**config.mk**
```make
export PLATFORM = sky130hd
export DESIGN_NAME = sample_upsampling_interpolator_core
export DESIGN_NICKNAME = d
export VERILOG_FILES = /design/src/hw/rtl/siu_pkg.sv /design/src/hw/rtl/siu_div.sv /design/src/hw/rtl/siu_dp.sv /design/src/hw/rtl/siu_ctrl.sv /design/src/hw/rtl/sample_upsampling_interpolator_core.sv
export VERILOG_INCLUDE_DIRS = /design/src /design/src/hw/rtl
export SDC_FILE = /design/constraint.sdc
export NUM_CORES = 1
export LEC_CHECK = 0
export BUFFER_PORTS_ARGS = -buffer_cell sky130_fd_sc_hd__buf_2
export CAP_MARGIN = 25
export CORE_MARGIN = 3
export CORE_UTILIZATION = 55
export CTS_BUF_LIST = sky130_fd_sc_hd__clkbuf_8
export DETAILED_ROUTE_END_ITERATION = 8
export HOLD_SLACK_MARGIN = 0.06
export PLACE_DENSITY = 0.77
export SKIP_LAST_GASP = 1
export SLEW_MARGIN = 0
export SYNTH_ARGS = -nofsm -noshare
export SYNTH_HDL_FRONTEND = slang
export SYNTH_SLANG_ARGS = --single-unit
```
**constraint.sdc**
```tcl
create_clock -name i_clk -period 5 [get_ports i_clk]
set_input_delay 0.25 -clock i_clk [delete_from_list [all_inputs] [get_ports i_clk]]
set_output_delay 0.25 -clock i_clk [all_outputs]
set_load 0.05 [all_outputs]
```
**src/hw/rtl/assert_macros.svh**
```systemverilog
// Assertion helpers shared by the RTL modules.
`ifndef ASSERT_MACROS_SVH
`define ASSERT_MACROS_SVH

// Property checked at every clock edge outside reset.
`define SIU_ASSERT(lbl, clk, rst_n, prop) \
    lbl: assert property (@(posedge clk) disable iff (!rst_n) prop) \
        else $error("assertion %m failed");

// Antecedent in one cycle implies consequent in the next one.
`define SIU_ASSERT_NEXT(lbl, clk, rst_n, ante, cons) \
    lbl: assert property (@(posedge clk) disable iff (!rst_n) (ante) |=> (cons)) \
        else $error("assertion %m failed");

`endif

```
**src/hw/rtl/siu_pkg.sv**
```systemverilog
`timescale 1ns / 1ps

package siu_pkg;

    localparam int SAMPLE_BITS     = 16;
    localparam int MAX_FACTOR_DEF  = 16;
    localparam int FACTOR_REG_W    = 5;
    localparam int CFG_IDX_W       = 2;
    localparam int CFG_DATA_W      = 5;

    localparam logic [FACTOR_REG_W-1:0] FACTOR_RESET = FACTOR_REG_W'(4);

    typedef logic [CFG_IDX_W-1:0] t_cfg_idx;
    localparam t_cfg_idx CFG_FACTOR = t_cfg_idx'(0);
    localparam t_cfg_idx CFG_MODE   = t_cfg_idx'(1);

    typedef struct packed {
        logic signed [SAMPLE_BITS-1:0] sample;
        logic                          last_in;
    } t_in;

    typedef struct packed {
        logic signed [SAMPLE_BITS-1:0] value;
        logic                          run_last;
        logic                          stream_end;
    } t_out;

    // Commands from the controller to the datapath.
    typedef struct packed {
        logic capture;
        logic save_older;
        logic quad;
        logic prep;
        logic mult;
        logic div_go;
        logic div_sel;
        logic take_d0;
        logic take_d2;
        logic load_pt;
        logic load_fin;
        logic run_last;
    } t_cmd;

    // Status from the datapath to the controller.
    typedef struct packed {
        logic div_done;
        logic out_space;
    } t_sts;

endpackage

```
**src/hw/rtl/siu_div.sv**
```systemverilog
`timescale 1ns / 1ps
`include "assert_macros.svh"

module siu_div #(
    parameter int NUM_W = 25,
    parameter int DEN_W = 10
) (
    input  logic                    i_clk,
    input  logic                    i_rst_n,
    input  logic                    i_start,
    input  logic signed [NUM_W-1:0] i_num,
    input  logic        [DEN_W-1:0] i_den,
    output logic                    o_done,
    output logic signed [NUM_W-1:0] o_quot,
    output logic        [DEN_W-1:0] o_rem
);

    localparam int CNT_W = $clog2(NUM_W + 1);

    logic             r_busy;
    logic             r_done;
    logic [CNT_W-1:0] r_cnt;
    logic [NUM_W-1:0] r_mag;
    logic [DEN_W-1:0] r_rem;
    logic [DEN_W-1:0] r_den;
    logic             r_neg;

    logic [DEN_W:0]   shifted;
    logic [DEN_W:0]   diff;
    logic             ge;
    logic             rem_zero;

    assign shifted  = {r_rem, r_mag[NUM_W-1]};
    assign diff     = shifted - {1'b0, r_den};
    assign ge       = shifted >= {1'b0, r_den};
    assign rem_zero = (r_rem == '0);

    // Restoring division of the magnitude, one quotient bit per cycle.
    always_ff @(posedge i_clk) begin
        if (!i_rst_n) begin
            r_busy <= 1'b0;
            r_done <= 1'b0;
            r_cnt  <= '0;
        end else if (i_start) begin
            r_busy <= 1'b1;
            r_done <= 1'b0;
            r_cnt  <= CNT_W'(NUM_W);
        end else if (r_busy) begin
            r_cnt <= r_cnt - CNT_W'(1);
            if (r_cnt == CNT_W'(1)) begin
                r_busy <= 1'b0;
                r_done <= 1'b1;
            end
        end else begin
            r_done <= 1'b0;
        end
    end

    always_ff @(posedge i_clk) begin
        if (i_start) begin
            r_mag <= i_num[NUM_W-1] ? NUM_W'(-i_num) : NUM_W'(i_num);
            r_neg <= i_num[NUM_W-1];
            r_den <= i_den;
            r_rem <= '0;
        end else if (r_busy) begin
            r_rem <= ge ? diff[DEN_W-1:0] : shifted[DEN_W-1:0];
            r_mag <= {r_mag[NUM_W-2:0], ge};
        end
    end

    // Floor semantics: a negative dividend with a remainder rounds down.
    assign o_done = r_done;
    assign o_quot = r_neg ? (rem_zero ? -$signed(r_mag) : ~$signed(r_mag)) : $signed(r_mag);
    assign o_rem  = (r_neg && !rem_zero) ? (r_den - r_rem) : r_rem;

    `SIU_ASSERT(a_start_idle, i_clk, i_rst_n, i_start |-> !r_busy)
    `SIU_ASSERT_NEXT(a_done_pulse, i_clk, i_rst_n, r_done, !r_done)

endmodule

```
**src/hw/rtl/siu_dp.sv**
```systemverilog
`timescale 1ns / 1ps
`include "assert_macros.svh"

module siu_dp #(
    parameter int MAX_FACTOR = siu_pkg::MAX_FACTOR_DEF
) (
    input  logic                                   i_clk,
    input  logic                                   i_rst_n,
    input  siu_pkg::t_in                           i_in_data,
    input  siu_pkg::t_cmd                          i_cmd,
    input  logic [$clog2(MAX_FACTOR + 1)-1:0]      i_n,
    output siu_pkg::t_sts                          o_sts,
    output logic                                   o_out_valid,
    input  logic                                   i_out_stall,
    output siu_pkg::t_out                          o_out_data
);

    import siu_pkg::*;

    localparam int S  = SAMPLE_BITS;
    localparam int FW = $clog2(MAX_FACTOR + 1);
    localparam int DW = $clog2(2 * MAX_FACTOR * MAX_FACTOR + 1);
    localparam int KW = S + 2;
    localparam int TW = S + 3;
    localparam int W  = S + FW + 4;

    logic signed [S-1:0]  r_older;
    logic signed [S-1:0]  r_prior;
    logic signed [S-1:0]  r_a;
    logic signed [S-1:0]  r_b;
    logic signed [S-1:0]  r_c;
    logic                 r_quad;
    logic        [DW-1:0] r_d;
    logic signed [KW-1:0] r_k2;
    logic signed [TW-1:0] r_t;
    logic signed [W-1:0]  r_d0n;
    logic signed [W-1:0]  r_d2n;
    logic signed [W-1:0]  r_nq;
    logic        [DW-1:0] r_nr;
    logic signed [W-1:0]  r_dq;
    logic        [DW-1:0] r_dr;
    logic signed [W-1:0]  r_eq;
    logic        [DW-1:0] r_er;
    t_out                 r_out;
    logic                 r_ovalid;

    logic        [2*FW-1:0] n_sq;
    logic        [2*FW:0]   d_quad;
    logic signed [KW-1:0]   b2;
    logic signed [KW-1:0]   k2;
    logic signed [TW-1:0]   a3;
    logic signed [TW-1:0]   b4;
    logic signed [TW-1:0]   t;
    logic signed [W-1:0]    prod;
    logic signed [W-1:0]    k2_w;
    logic signed [W-1:0]    k2_x2;
    logic signed [W-1:0]    lin_step;
    logic signed [W-1:0]    div_q;
    logic        [DW-1:0]   div_r;
    logic                   div_done;
    logic        [DW:0]     sum_n;
    logic                   carry_n;
    logic        [DW:0]     sum_d;
    logic                   carry_d;
    logic        [DW:0]     twice_r;
    logic                   round_up;
    logic signed [W-1:0]    rounded;
    logic        [W-S:0]    top_bits;
    logic signed [S-1:0]    sat;

    // Node spacing: d = factor for a line, 2 * factor^2 for the parabola.
    assign n_sq   = i_n * i_n;
    assign d_quad = {n_sq, 1'b0};

    assign b2 = KW'(r_b) <<< 1;
    assign k2 = KW'(r_a) - b2 + KW'(r_c);
    assign a3 = (TW'(r_a) <<< 1) + TW'(r_a);
    assign b4 = TW'(r_b) <<< 2;
    assign t  = b4 - a3 - TW'(r_c);

    assign prod     = $signed({1'b0, i_n}) * r_t;
    assign k2_w     = W'(r_k2);
    assign k2_x2    = k2_w <<< 1;
    assign lin_step = W'(r_c) - W'(r_a);

    siu_div #(
        .NUM_W (W),
        .DEN_W (DW)
    ) u_div (
        .i_clk   (i_clk),
        .i_rst_n (i_rst_n),
        .i_start (i_cmd.div_go),
        .i_num   (i_cmd.div_sel ? r_d2n : r_d0n),
        .i_den   (r_d),
        .o_done  (div_done),
        .o_quot  (div_q),
        .o_rem   (div_r)
    );

    // Numerator and first difference are held as quotient and remainder by d.
    assign sum_n   = {1'b0, r_nr} + {1'b0, r_dr};
    assign carry_n = sum_n >= {1'b0, r_d};
    assign sum_d   = {1'b0, r_dr} + {1'b0, r_er};
    assign carry_d = sum_d >= {1'b0, r_d};

    // Round to nearest; a tie goes up only for a non-negative quotient.
    assign twice_r  = {r_nr, 1'b0};
    assign round_up = (twice_r > {1'b0, r_d}) || ((twice_r == {1'b0, r_d}) && !r_nq[W-1]);
    assign rounded  = r_nq + W'(round_up);
    assign top_bits = rounded[W-1:S-1];

    always_comb begin
        if ((&top_bits) || !(|top_bits)) begin
            sat = rounded[S-1:0];
        end else if (rounded[W-1]) begin
            sat = {1'b1, {(S-1){1'b0}}};
        end else begin
            sat = {1'b0, {(S-1){1'b1}}};
        end
    end

    always_ff @(posedge i_clk) begin
        if (!i_rst_n) begin
            r_older <= '0;
            r_prior <= '0;
        end else if (i_cmd.capture) begin
            r_prior <= i_in_data.sample;
            if (i_cmd.save_older) begin
                r_older <= r_prior;
            end
        end
    end

    always_ff @(posedge i_clk) begin
        if (i_cmd.capture) begin
            r_a    <= i_cmd.quad ? r_older : r_prior;
            r_b    <= r_prior;
            r_c    <= i_in_data.sample;
            r_quad <= i_cmd.quad;
        end
        if (i_cmd.prep) begin
            r_d  <= r_quad ? DW'(d_quad) : DW'(i_n);
            r_k2 <= k2;
            r_t  <= t;
            r_nq <= W'(r_a);
            r_nr <= '0;
        end
        if (i_cmd.mult) begin
            r_d0n <= r_quad ? (k2_w + prod) : lin_step;
            r_d2n <= r_quad ? k2_x2 : '0;
        end
        if (i_cmd.take_d0) begin
            r_dq <= div_q;
            r_dr <= div_r;
        end
        if (i_cmd.take_d2) begin
            r_eq <= div_q;
            r_er <= div_r;
        end
        if (i_cmd.load_pt) begin
            r_nr <= carry_n ? DW'(sum_n - {1'b0, r_d}) : sum_n[DW-1:0];
            r_nq <= r_nq + r_dq + W'(carry_n);
            r_dr <= carry_d ? DW'(sum_d - {1'b0, r_d}) : sum_d[DW-1:0];
            r_dq <= r_dq + r_eq + W'(carry_d);
            r_out.value      <= sat;
            r_out.run_last   <= i_cmd.run_last;
            r_out.stream_end <= 1'b0;
        end else if (i_cmd.load_fin) begin
            r_out.value      <= r_c;
            r_out.run_last   <= 1'b1;
            r_out.stream_end <= 1'b1;
        end
    end

    always_ff @(posedge i_clk) begin
        if (!i_rst_n) begin
            r_ovalid <= 1'b0;
        end else if (i_cmd.load_pt || i_cmd.load_fin) begin
            r_ovalid <= 1'b1;
        end else if (!i_out_stall) begin
            r_ovalid <= 1'b0;
        end
    end

    assign o_sts.div_done  = div_done;
    assign o_sts.out_space = !r_ovalid || !i_out_stall;
    assign o_out_valid     = r_ovalid;
    assign o_out_data      = r_out;

    `SIU_ASSERT(a_no_load_blocked, i_clk, i_rst_n,
        (r_ovalid && i_out_stall) |-> !(i_cmd.load_pt || i_cmd.load_fin))

endmodule

```
**src/hw/rtl/siu_ctrl.sv**
```systemverilog
`timescale 1ns / 1ps
`include "assert_macros.svh"

module siu_ctrl #(
    parameter int MAX_FACTOR = siu_pkg::MAX_FACTOR_DEF
) (
    input  logic                                   i_clk,
    input  logic                                   i_rst_n,
    input  logic                                   i_cfg_valid,
    output logic                                   o_cfg_ready,
    input  siu_pkg::t_cfg_idx                      i_cfg_index,
    input  logic [siu_pkg::CFG_DATA_W-1:0]         i_cfg_data,
    input  logic                                   i_in_valid,
    input  logic                                   i_in_last,
    output logic                                   o_in_stall,
    output siu_pkg::t_cmd                          o_cmd,
    output logic [$clog2(MAX_FACTOR + 1)-1:0]      o_n,
    input  siu_pkg::t_sts                          i_sts
);

    import siu_pkg::*;

    localparam int FW = $clog2(MAX_FACTOR + 1);
    localparam int CW = FW + 1;

    typedef enum logic [8:0] {
        S_IDLE  = 9'b000000001,
        S_PREP  = 9'b000000010,
        S_MULT  = 9'b000000100,
        S_GO0   = 9'b000001000,
        S_WAIT0 = 9'b000010000,
        S_GO1   = 9'b000100000,
        S_WAIT1 = 9'b001000000,
        S_EMIT  = 9'b010000000,
        S_FINAL = 9'b100000000
    } t_state;

    t_state                  r_state, n_state;
    logic [CW-1:0]           r_cnt, n_cnt;
    logic                    r_have, n_have;
    logic                    r_odd, n_odd;
    logic                    r_last, n_last;
    logic [FACTOR_REG_W-1:0] r_factor;
    logic                    r_mode;

    logic [FW-1:0]           n_fac;
    logic                    seg;
    logic                    quad;
    logic                    save;

    always_comb begin
        if (r_factor == '0) begin
            n_fac = FW'(1);
        end else if (r_factor > FACTOR_REG_W'(MAX_FACTOR)) begin
            n_fac = FW'(MAX_FACTOR);
        end else begin
            n_fac = FW'(r_factor);
        end
    end

    // The parabola needs a stored anchor and middle; otherwise a line is drawn.
    assign quad = r_have && r_mode && r_odd;
    assign seg  = r_have && (!r_mode || r_odd || i_in_last);
    assign save = r_have && r_mode && !r_odd && !i_in_last;

    always_comb begin
        o_cmd   = '0;
        n_state = r_state;
        n_cnt   = r_cnt;
        n_have  = r_have;
        n_odd   = r_odd;
        n_last  = r_last;
        unique case (r_state)
            S_IDLE: begin
                if (i_in_valid) begin
                    o_cmd.capture    = 1'b1;
                    o_cmd.quad       = quad;
                    o_cmd.save_older = save;
                    n_last           = i_in_last;
                    n_cnt            = quad ? {n_fac, 1'b0} : CW'(n_fac);
                    n_have           = !i_in_last;
                    n_odd            = save;
                    if (seg) begin
                        n_state = S_PREP;
                    end else if (i_in_last) begin
                        n_state = S_FINAL;
                    end
                end
            end
            S_PREP: begin
                o_cmd.prep = 1'b1;
                n_state    = S_MULT;
            end
            S_MULT: begin
                o_cmd.mult = 1'b1;
                n_state    = S_GO0;
            end
            S_GO0: begin
                o_cmd.div_go = 1'b1;
                n_state      = S_WAIT0;
            end
            S_WAIT0: begin
                if (i_sts.div_done) begin
                    o_cmd.take_d0 = 1'b1;
                    n_state       = S_GO1;
                end
            end
            S_GO1: begin
                o_cmd.div_go  = 1'b1;
                o_cmd.div_sel = 1'b1;
                n_state       = S_WAIT1;
            end
            S_WAIT1: begin
                if (i_sts.div_done) begin
                    o_cmd.take_d2 = 1'b1;
                    n_state       = S_EMIT;
                end
            end
            S_EMIT: begin
                if (i_sts.out_space) begin
                    o_cmd.load_pt  = 1'b1;
                    o_cmd.run_last = (r_cnt == CW'(1)) && !r_last;
                    n_cnt          = r_cnt - CW'(1);
                    if (r_cnt == CW'(1)) begin
                        n_state = r_last ? S_FINAL : S_IDLE;
                    end
                end
            end
            S_FINAL: begin
                if (i_sts.out_space) begin
                    o_cmd.load_fin = 1'b1;
                    n_state        = S_IDLE;
                end
            end
            default: begin
                n_state = S_IDLE;
            end
        endcase
    end

    always_ff @(posedge i_clk) begin
        if (!i_rst_n) begin
            r_state <= S_IDLE;
            r_cnt   <= '0;
            r_have  <= 1'b0;
            r_odd   <= 1'b0;
            r_last  <= 1'b0;
        end else begin
            r_state <= n_state;
            r_cnt   <= n_cnt;
            r_have  <= n_have;
            r_odd   <= n_odd;
            r_last  <= n_last;
        end
    end

    always_ff @(posedge i_clk) begin
        if (!i_rst_n) begin
            r_factor <= FACTOR_RESET;
            r_mode   <= 1'b0;
        end else if (i_cfg_valid) begin
            unique case (i_cfg_index)
                CFG_FACTOR: r_factor <= i_cfg_data[FACTOR_REG_W-1:0];
                CFG_MODE:   r_mode   <= i_cfg_data[0];
                default: begin
                end
            endcase
        end
    end

    assign o_cfg_ready = 1'b1;
    assign o_in_stall  = (r_state != S_IDLE);
    assign o_n         = n_fac;

    `SIU_ASSERT(a_emit_count, i_clk, i_rst_n, (r_state == S_EMIT) |-> (r_cnt != '0))

endmodule

```
**src/hw/rtl/sample_upsampling_interpolator_core.sv**
```systemverilog
`timescale 1ns / 1ps
// Channel   Signals                                   Direction
// config    i_cfg_valid o_cfg_ready i_cfg_index/data  write, valid/ready
// input     i_in_valid o_in_stall i_in_data           in, valid/stall
// output    o_out_valid i_out_stall o_out_data        out, valid/stall
//
// A request that produces no point leaves the controller in S_IDLE; the block is ready the next cycle.
// A request with a segment passes S_PREP, S_MULT, S_GO0, S_WAIT0, S_GO1, S_WAIT1, S_EMIT;
// the bit-serial divider, W = SAMPLE_BITS + clog2(MAX_FACTOR + 1) + 4 (25 by default) wide,
// finds the step sizes twice per segment; points leave one per cycle unless output stalls.
// Reset is synchronous and active low; registers return to factor 4, linear mode.
// Output stall holds the result register and pauses the point sequence in place.

module sample_upsampling_interpolator_core #(
    parameter int MAX_FACTOR = siu_pkg::MAX_FACTOR_DEF
) (
    input  logic                           i_clk,
    input  logic                           i_rst_n,
    input  logic                           i_cfg_valid,
    output logic                           o_cfg_ready,
    input  siu_pkg::t_cfg_idx              i_cfg_index,
    input  logic [siu_pkg::CFG_DATA_W-1:0] i_cfg_data,
    input  logic                           i_in_valid,
    output logic                           o_in_stall,
    input  siu_pkg::t_in                   i_in_data,
    output logic                           o_out_valid,
    input  logic                           i_out_stall,
    output siu_pkg::t_out                  o_out_data
);

    import siu_pkg::*;

    localparam int FW = $clog2(MAX_FACTOR + 1);

    t_cmd          cmd;
    t_sts          sts;
    logic [FW-1:0] n_val;

    siu_ctrl #(
        .MAX_FACTOR (MAX_FACTOR)
    ) u_ctrl (
        .i_clk       (i_clk),
        .i_rst_n     (i_rst_n),
        .i_cfg_valid (i_cfg_valid),
        .o_cfg_ready (o_cfg_ready),
        .i_cfg_index (i_cfg_index),
        .i_cfg_data  (i_cfg_data),
        .i_in_valid  (i_in_valid),
        .i_in_last   (i_in_data.last_in),
        .o_in_stall  (o_in_stall),
        .o_cmd       (cmd),
        .o_n         (n_val),
        .i_sts       (sts)
    );

    siu_dp #(
        .MAX_FACTOR (MAX_FACTOR)
    ) u_dp (
        .i_clk       (i_clk),
        .i_rst_n     (i_rst_n),
        .i_in_data   (i_in_data),
        .i_cmd       (cmd),
        .i_n         (n_val),
        .o_sts       (sts),
        .o_out_valid (o_out_valid),
        .i_out_stall (i_out_stall),
        .o_out_data  (o_out_data)
    );

endmodule
```
# After elaboration in Yosys (flattened, before gate mapping)
# Cells that the tools add are included.
# word_totals
mem_bits_ro	0
output_inout_bits	21
latch_bits	0
ff_bits	373
n_memories	0
ram_bits	0
# classes
n_reduce_logical	42
n_shift	0
n_addsub	22
n_mux	62
multipliers	2
bitwise_logic	3
order_cmp	5
div_mod_pow	0
n_eq_ne	22
# ops
op	n
$mux W25	11
$mux W9	9
$pmux W9 S9	1
$mux W10	8
$add A25 B1 Y25	3
$add A25 B25 Y25	2
$neg A25 Y25	2
$mux W16	3
$sub A10 B10 Y10	4
$mux W18	2
$ge A11 B10 Y1	3
$add A18 B25 Y25	1
$mul A6 B19 Y25	1
$mux W5	5
$not A25 Y25	1
$add A10 B10 Y11	2
$sub A18 B18 Y19	1
$sub A19 B16 Y19	1
$add A17 B16 Y18	1
$add A18 B16 Y18	1
$mux W6	3
$sub A16 B17 Y18	1
$mux W1	17
$sub A16 B16 Y17	1
other kinds (39)	74

# Depth between registers and ports, before layout
# Gate-level depths: netlist of run 1.
# depth
word_depth	9
mapped_depth	26
ltp_nobuf	25

# By module
# Synthesis of run 1 repeated with hierarchy kept, for this count alone.
# unflattened
cells_unflattened	2827
area_unflattened_um2	28731.3
# by_module_without_submodules
mod	cells_each	area_per_inst_um2	instances
siu_dp	2179	23119.7	1
siu_div	462	4103.9	1
siu_ctrl	186	1507.7	1

# Worst setup path after synthesis of run 1
# OpenSTA, ideal clock, no wires.
# synth_path
path_kind	flip-flop to flip-flop
start	reg u_ctrl.r_factor[1]
end	reg u_dp.r_d0n[11], data pin
slack_ns	-0.395
period_less_slack_ns	5.395
arrival_time_ns	5.139
path_buffers	1
t_required_ns	4.744
stages_incl_launch_ff	19
setup_time_ns	0.256
path_cell_list	dfxtp_1 -> or3_1 -> a21oi_1 -> clkbuf_1 -> and2_1 -> fa_1 -> fa_1 -> fa_1 -> inv_1 -> fa_1 -> inv_1 -> ha_1 -> or2_2 -> nand2b_1 -> o21ai_0 -> nor2b_1 -> o21ai_0 -> or3b_2 -> a41o_1
# synth_between
elab_chain_cells	6
# synth_lines
element	line_no	source
from (decl)	siu_ctrl.sv:43	logic [FACTOR_REG_W-1:0] r_factor;
from (signal assigned)	siu_ctrl.sv:163	CFG_FACTOR: r_factor <= i_cfg_data[FACTOR_REG_W-1:0];
$gt A5 B5 Y1	siu_ctrl.sv:54	end else if (r_factor > FACTOR_REG_W'(MAX_FACTOR)) begin
$mux W5	siu_ctrl.sv:54	
$mux W5 *	siu_ctrl.sv:52	if (r_factor == '0) begin
$mul A6 B19 Y25 *	siu_dp.sv:81	assign prod = $signed({1'b0, i_n}) * r_t;
$add A18 B25 Y25 *	siu_dp.sv:149	r_d0n <= r_quad ? (k2_w + prod) : lin_step;
$mux W25 *	siu_dp.sv:149	
to (signal assigned)	siu_dp.sv:149	
to (decl)	siu_dp.sv:36	logic signed [W-1:0] r_d0n;
# Every way passes the cells marked *; elsewhere a longest branch is shown, timed or not.
# A chain may end at the register's enable or synchronous reset.

# Worst setup path in the final report of run 1
# layout_path
start	reg u_ctrl.r_factor[3]
end	reg u_dp.r_d0n[22], data pin
# The elaborated chain is that of the path after synthesis.

==> results_dict.tcl, run 1 <==
set metrics [dict create \
    end_kind "flip-flop" \
    ant_nets 0 \
    dpl.cell_count 3841 \
    critPathArrivalTime_ns 5.74 \
    synth_top_area_cell "edfxtp_1" \
    grt_overflow 0 \
    cp_max_fo 7 \
    clock.fmax_mhz 186 \
    final_layout_size_suffix_gt1_frac 0.198 \
    yosysMostFrequentCell "inv_1" \
    start_util 0.558 \
    setup_slack_ns -0.371 \
    cts.sinks 371 \
    drt_first_pass_iters 6 \
    track_usage 0.281 \
    final_cells 4085 \
    cts_made_buffers 61 \
    first_iter_violations 2216 \
    grt_max_degree 66 \
    slowest_stage "fa_1" \
    pre_cts_slack_ns -0.410 \
    fillers 3917 \
    cts_tree "done" \
    peakVddDrop_uv 864 \
    setup_viol 29 \
    setup_tns_ns -4.88 \
    slowest_delay_ns 0.56 \
    critPathMostFrequentCell "fa_1" \
    routedWlPerCell_um 20.2 \
    cts_max_level 2 \
    report.final.slew_viol_count 0 \
    syn-instance-count 3030 \
    areaGrowthSynthToFinish_pct 19.3 \
    netlist.area_leader.share 0.302 \
    antenna_found_initial 1 \
    core_um2 52800 \
    cellPowerDensity_nw_per_um2 378 \
    num_vias 24600 \
    synth_area_leaders "edfxtp_1, ha_1, fa_1, dfxtp_1, xnor2_1" \
    seq_area_frac_synth 0.353 \
    dieWidth_um 237 \
    ys_top_cells_by_count "inv_1, edfxtp_1, nand2_1" \
    port_buffers 48 \
    routed_wl_um 82600 \
    yosysUniqueCellTypes 83 \
    syn_area_per_cell_um2 9.71 \
    insertion_delay_ns 0.68 \
    vias_per_cell 6.01 \
    worst_pin_slew_ns 1.04 \
    slew_headroom 0.303 \
    placed_area_um2 31600 \
    yosys_warnings 0 \
    syn-cell-area_um2 29400 \
    ys.flop_type "edfxtp_1" \
    fin_crit_sh 1.07 \
    cts_buffer_depth 3 \
    synth-compound-area-share 0.156 \
    rows 84 \
    maxCapViolCount 0 \
    synth_simple_gate_area_frac 0.154 \
    utilization 0.665 \
    whs_ns 0.116 \
    cp-start-kind "flip-flop" \
    rsz0062_at_grt "true" \
    synthMuxAreaShare 0.0265 \
    fin_crit_ns 5.37 \
    skew_ns 0.0267 \
    finalHoldViolCount 0 \
    leakagePower_nw 14.7 \
    synth_seq_cells 371 \
    grt_pass1_vias 24000 \
    grt_pass1_wl_um 127000 \
    drc 0 \
    async_flop_share 0 \
    globalplace.congestion 0.959 \
    synth_top_family_by_area "adder cells" \
    critPathRequiredTime_ns 5.37 \
    synth_edf_count 296 \
    cts-root-buf "clkbuf_8" \
    failed_checks "negative setup slack" \
    finalPower_mw 13.3 \
    cts.reportedPaths.clkPinSlew_ns 0.06 \
    min_path_type "input port to flip-flop" \
    fin_nets 3748 \
    pin_count 50 \
    synth_fa_ha_area_frac 0.195 \
    critPathKind "flip-flop to flip-flop" \
    dieArea_um2 56300 \
    dpl.hpwl_um 60700 \
    crit_chain "or3_4 > a21oi_4 > buf_12 > and2_4 > fa_1 > fa_1 > fa_1 > inv_2 > fa_1 > inv_2 > ha_4 > or3_4 > o211ai_1 > o21a_1 > a31oi_4 > o32ai_2 > xor2_1 > o21ai_1" \
    synth_xor_area_frac 0.0637 \
    design_area_um2 35100 \
    status "complete, but fails checks" \
    die_h_um 237 \
]
-- worst max-delay path, delay by kind of cell (launching register included) --
family                   cells  cell delay, ns
adder cells (fa/ha/maj)      5            2.13
AO/OA/AOI/OAI                6            1.25
AND/OR/NAND/NOR              3            0.93
flip-flops                   1            0.32
buffers and inverters        3            0.26
XOR/XNOR                     1            0.19
-- metal layers --
| metal | vias up | GRT usage | wire (µm) |
|---|---|---|---|
| met4 | 0 | 0.115 | 3740 |
| met3 | 239 | 0.0450 | 5700 |
| met2 | 940 | 0.483 | 40100 |
| met1 | 12000 | 0.357 | 33100 |
| met5 | - | 0 | 0 |
| li1 | 11400 | - | - |
-- final cells by class --
cell class / count / area [µm²] / share of cell area
antenna: 1 / 2.50 / 0.0000713
tap: 688 / 861 / 0.0245
clock buffer: 68 / 936 / 0.0267
clock inverter: 48 / 322 / 0.00916
sequential: 371 / 10400 / 0.296
inverter: 300 / 1130 / 0.0322
timing repair buffer: 337 / 2610 / 0.0744
multi-input combinational: 2272 / 18800 / 0.537
-- cells in the final DEF, fill, tap and decap left out, types with 40 or more instances in the layout --
| master | instances |
|---|---|
| a21boi_0 | 49 |
| a21o_1 | 51 |
| a21oi_1 | 142 |
| and2_1 | 94 |
| buf_2 | 48 |
| buf_4 | 237 |
| clkbuf_8 | 68 |
| dfxtp_1 | 71 |
| edfxtp_1 | 296 |
| fa_1 | 132 |
| ha_1 | 212 |
| inv_1 | 300 |
| mux2i_1 | 42 |
| nand2_1 | 237 |
| nand3_1 | 54 |
| nor2_1 | 181 |
| nor2b_1 | 40 |
| nor3_1 | 51 |
| o21ai_0 | 127 |
| xnor2_1 | 124 |
| xor2_1 | 79 |
-- state kept, by name (all words and copies together) (netlist names), 17 cells and up --
name and count:
u_dp.r_k2 17, u_dp.r_d0n 25, u_dp.u_div.r_mag 25, u_dp.o_out_data 18, u_dp.r_eq 25, u_dp.r_t 19, u_dp.r_nq 25, u_dp.r_d2n 18
u_dp.r_dq 25
-- cell families after synthesis --
kind of cell / count (synthesis)
simple gates: 893
compound gates: 711
buf+inv: 389
fa+ha+maj: 376
flops: 371
xor+xnor: 214
mux: 74
other cells: 2
-- final timing paths --
check / startpoint / slack, ns / depth (start not counted) / to
worst max-delay path: u_ctrl.r_factor[3] / -0.37 / 18 / u_dp.r_d0n[22]
worst min-delay path: i_cfg_index[1] / 0.12 / 4 / u_ctrl.r_factor[1]
worst max register to register: u_ctrl.r_factor[3] / -0.37 / 18 / u_dp.r_d0n[22]
worst min register to register: u_dp.r_older[7] / 0.46 / 2 / u_dp.r_older[7]
-- power breakdown --
part           switching [mW]  leakage (nW)  internal, mW
Sequential              0.268          3.35          3.91
Combinational            3.68          10.7          2.65
Clock                    1.30         0.713          1.46
-- repair_timing --
action,CTS,global route
hold endpoints to repair,43,0
hold buffers,30,0
buffers inserted,65,42
gates cloned,1,0
gates resized for setup,150,144
pin swaps,119,147
endpoints found under the setup margin,56,70
Power figures use the tool's default switching activity.
==> run 2: changes to the inputs <==
--- a/config.mk
+++ b/config.mk
@@ -6,6 +6,7 @@
 export SDC_FILE = /design/constraint.sdc
 export NUM_CORES = 1
 export LEC_CHECK = 0
+export ABC_AREA = 1
 export BUFFER_PORTS_ARGS = -buffer_cell sky130_fd_sc_hd__buf_2
 export CAP_MARGIN = 25
 export CORE_MARGIN = 3
==> run 2 against run 1 <==
  * The run now ends clean
  * Final cell count increased by 16%
  * Clock skew increased by 0.0042 ns
  * Die area increased by 3.3%
  * Critical path depth increased by 8
  * Count of clock-buffer cells in the layout increased by 4
  * Utilization decreased by 3.8 points
  * Sequential share of layout area increased by 0.94 points
  * Register-to-register slack improved by 0.45 ns
  * Fmax increased by 9.1%
  * Non-clock buffer count decreased by 169
  * Synthesized area increased by 3.3%
  * Critical path type unchanged
==> results_dict.tcl, run 2 <==
set metrics [dict create \
    syn_area_per_cell_um2 7.95 \
    core_um2 54200 \
    utilization 0.627 \
    final_layout_size_suffix_gt1_frac 0.0964 \
    synth_edf_count 296 \
    cts-root-buf "clkbuf_8" \
    fin_crit_sh 0.985 \
    skew_ns 0.0308 \
    grt_pass1_wl_um 130000 \
    layout_common_cells "nand2_1, inv_1, nor2_1" \
    port_buffers 48 \
    pin_count 50 \
    critPathArrivalTime_ns 5.30 \
    dpl.cell_count 4582 \
    grt_overflow 0 \
    cts.sinks 371 \
    seq_area_frac_synth 0.342 \
    leakagePower_nw 16.0 \
    dieArea_um2 58100 \
    maxCapViolCount 0 \
    routedWlPerCell_um 17.6 \
    ys_top_cells_by_count "nand2_1, inv_1, nor2_1" \
    rows 85 \
    globalplace.congestion 0.952 \
    critPathKind "flip-flop to flip-flop" \
    met1_usage 0.385 \
    vias_per_cell 5.53 \
    cts_max_level 3 \
    status "complete, no violations" \
    synth_seq_cells 371 \
    fin_nets 4391 \
    drt_first_pass_iters 7 \
    synth_area_leaders "edfxtp_1, nand2_1, ha_1, fa_1, inv_1" \
    cts_tree "done" \
    critPathRequiredTime_ns 5.37 \
    insertion_delay_ns 0.64 \
    ys.flop_type "edfxtp_1" \
    final_common_cell "nand2_1" \
    cts_buffer_depth 3 \
    ant_nets 0 \
    cellPowerDensity_nw_per_um2 470 \
    drc 0 \
    cts_made_buffers 67 \
    first_iter_violations 2342 \
    track_usage 0.283 \
    setup_tns_ns 0 \
    slew_headroom 0.315 \
    met3_usage 0.0510 \
    worst_pin_slew_ns 1.03 \
    routed_wl_um 83300 \
    yosys_warnings 0 \
    synth_top_area_cell "edfxtp_1" \
    yosysUniqueCellTypes 57 \
    areaGrowthSynthToFinish_pct 11.9 \
    grt_max_degree 59 \
    min_path_type "input port to flip-flop" \
    netlist.area_leader.share 0.292 \
    end_kind "flip-flop" \
    rsz0062_at_grt "true" \
    syn-instance-count 3825 \
    cp-start-kind "flip-flop" \
    grt_pass1_vias 24700 \
    cts.reportedPaths.clkPinSlew_ns 0.06 \
    clock.fmax_mhz 203 \
    yosysMostFrequentCell "nand2_1" \
    top_usage_layer "met2" \
    dpl.hpwl_um 64100 \
    finalHoldViolCount 0 \
    async_flop_share 0 \
    num_vias 26200 \
    peakVddDrop_uv 1080 \
    cp_max_fo 7 \
    final_cells 4733 \
    fin_crit_ns 4.92 \
    grt_use_met2 0.454 \
    report.final.slew_viol_count 0 \
    antenna_found_initial 1 \
    dieWidth_um 241 \
    setup_viol 0 \
    syn-cell-area_um2 30400 \
    start_util 0.560 \
    finalPower_mw 16.0 \
    die_h_um 241 \
]
[run 2: critical path, cell delays in order (launching register included)]
cell      delay (ns)
dfxtp_1         0.31
inv_1           0.05
nand3_1         0.10
inv_2           0.06
nor2_4          0.12
nor2_4          0.06
inv_2           0.08
buf_6           0.14
nor2_1          0.06
fa_1            0.50
inv_1           0.05
fa_1            0.47
inv_1           0.06
fa_1            0.54
inv_1           0.06
fa_1            0.50
inv_1           0.06
ha_4            0.25
inv_1           0.10
o21bai_2        0.10
buf_4           0.14
a31oi_1         0.22
o21ai_1         0.14
a31oi_1         0.25
xnor2_1         0.11
nand2_1         0.06
nand2_1         0.09
[run 2: power breakdown]
group          leakage, nW  internal [mW]  total (mW)  switching (mW)
registers             3.31           4.17        4.55           0.372
clock network        0.734           1.44        2.78            1.34
logic                 11.9           3.11        8.67            5.56
total                 16.0           8.73        16.0            7.27
[run 2: cells by family (layout without fill, tap and decap cells)]
group	after synthesis	in the layout	synth area share
and+or+nand+nor	1501	1501	0.203
xor gates and xnor gates	172	172	0.0496
AOI/OAI and AO/OA	672	672	0.124
buffers and inverters	731	940	0.0926
other	2	5	0.000247
DFF	371	371	0.342
adders and majority gates	376	376	0.189
[run 2: layout make-up]
class,instances,area (µm²)
multi-input combinational,2725,17700
antenna,1,2.50
tap,696,871
sequential,371,10400
timing repair buffer,168,1330
inverter,653,2450
clock inverter,47,267
clock buffer,72,991
fill,4609,20200
[run 2: timing repair]
item,CTS,global route
setup buffers,0,5
pin swaps,0,26
endpoints found under the hold margin,39,0
gates cloned,0,2
hold buffers,22,0
gates resized for setup,2,135
setup endpoints to repair,3,51
[run 2: metal layers]
| layer | vias up | share of wire |
|---|---|---|
| met3 | 196 | 0.077 |
| li1 | 12800 | - |
| met4 | 0 | 0.039 |
| met2 | 969 | 0.46 |
| met1 | 12200 | 0.43 |
| met5 | - | 0 |
[run 2: final timing paths]
path | start | to | slack [ns] | cells after the start
hold / removal | i_out_stall | u_dp.o_out_valid | 0.14 | 5
setup reg to reg | u_ctrl.r_factor[2] | u_dp.r_d0n[12] | 0.08 | 26
hold reg to reg | u_dp.r_prior[4] | u_dp.r_b[4] | 0.45 | 0
setup / recovery | u_ctrl.r_factor[2] | u_dp.r_d0n[12] | 0.08 | 26
[run 2: stage by stage]
step | worst slack, ns | hold slack, ns | instance area [µm²]
3_3_place_gp | 0.0650 | 0.439 | 31900
2_1_floorplan | 0.0414 | 0.349 | 30400
3_5_place_dp | 0.0182 | 0.442 | 31900
5_1_grt | -0.148 | 0.127 | 34000
6_report | 0.0761 | 0.138 | 34000
4_1_cts | 0.000192 | 0.0881 | 33400
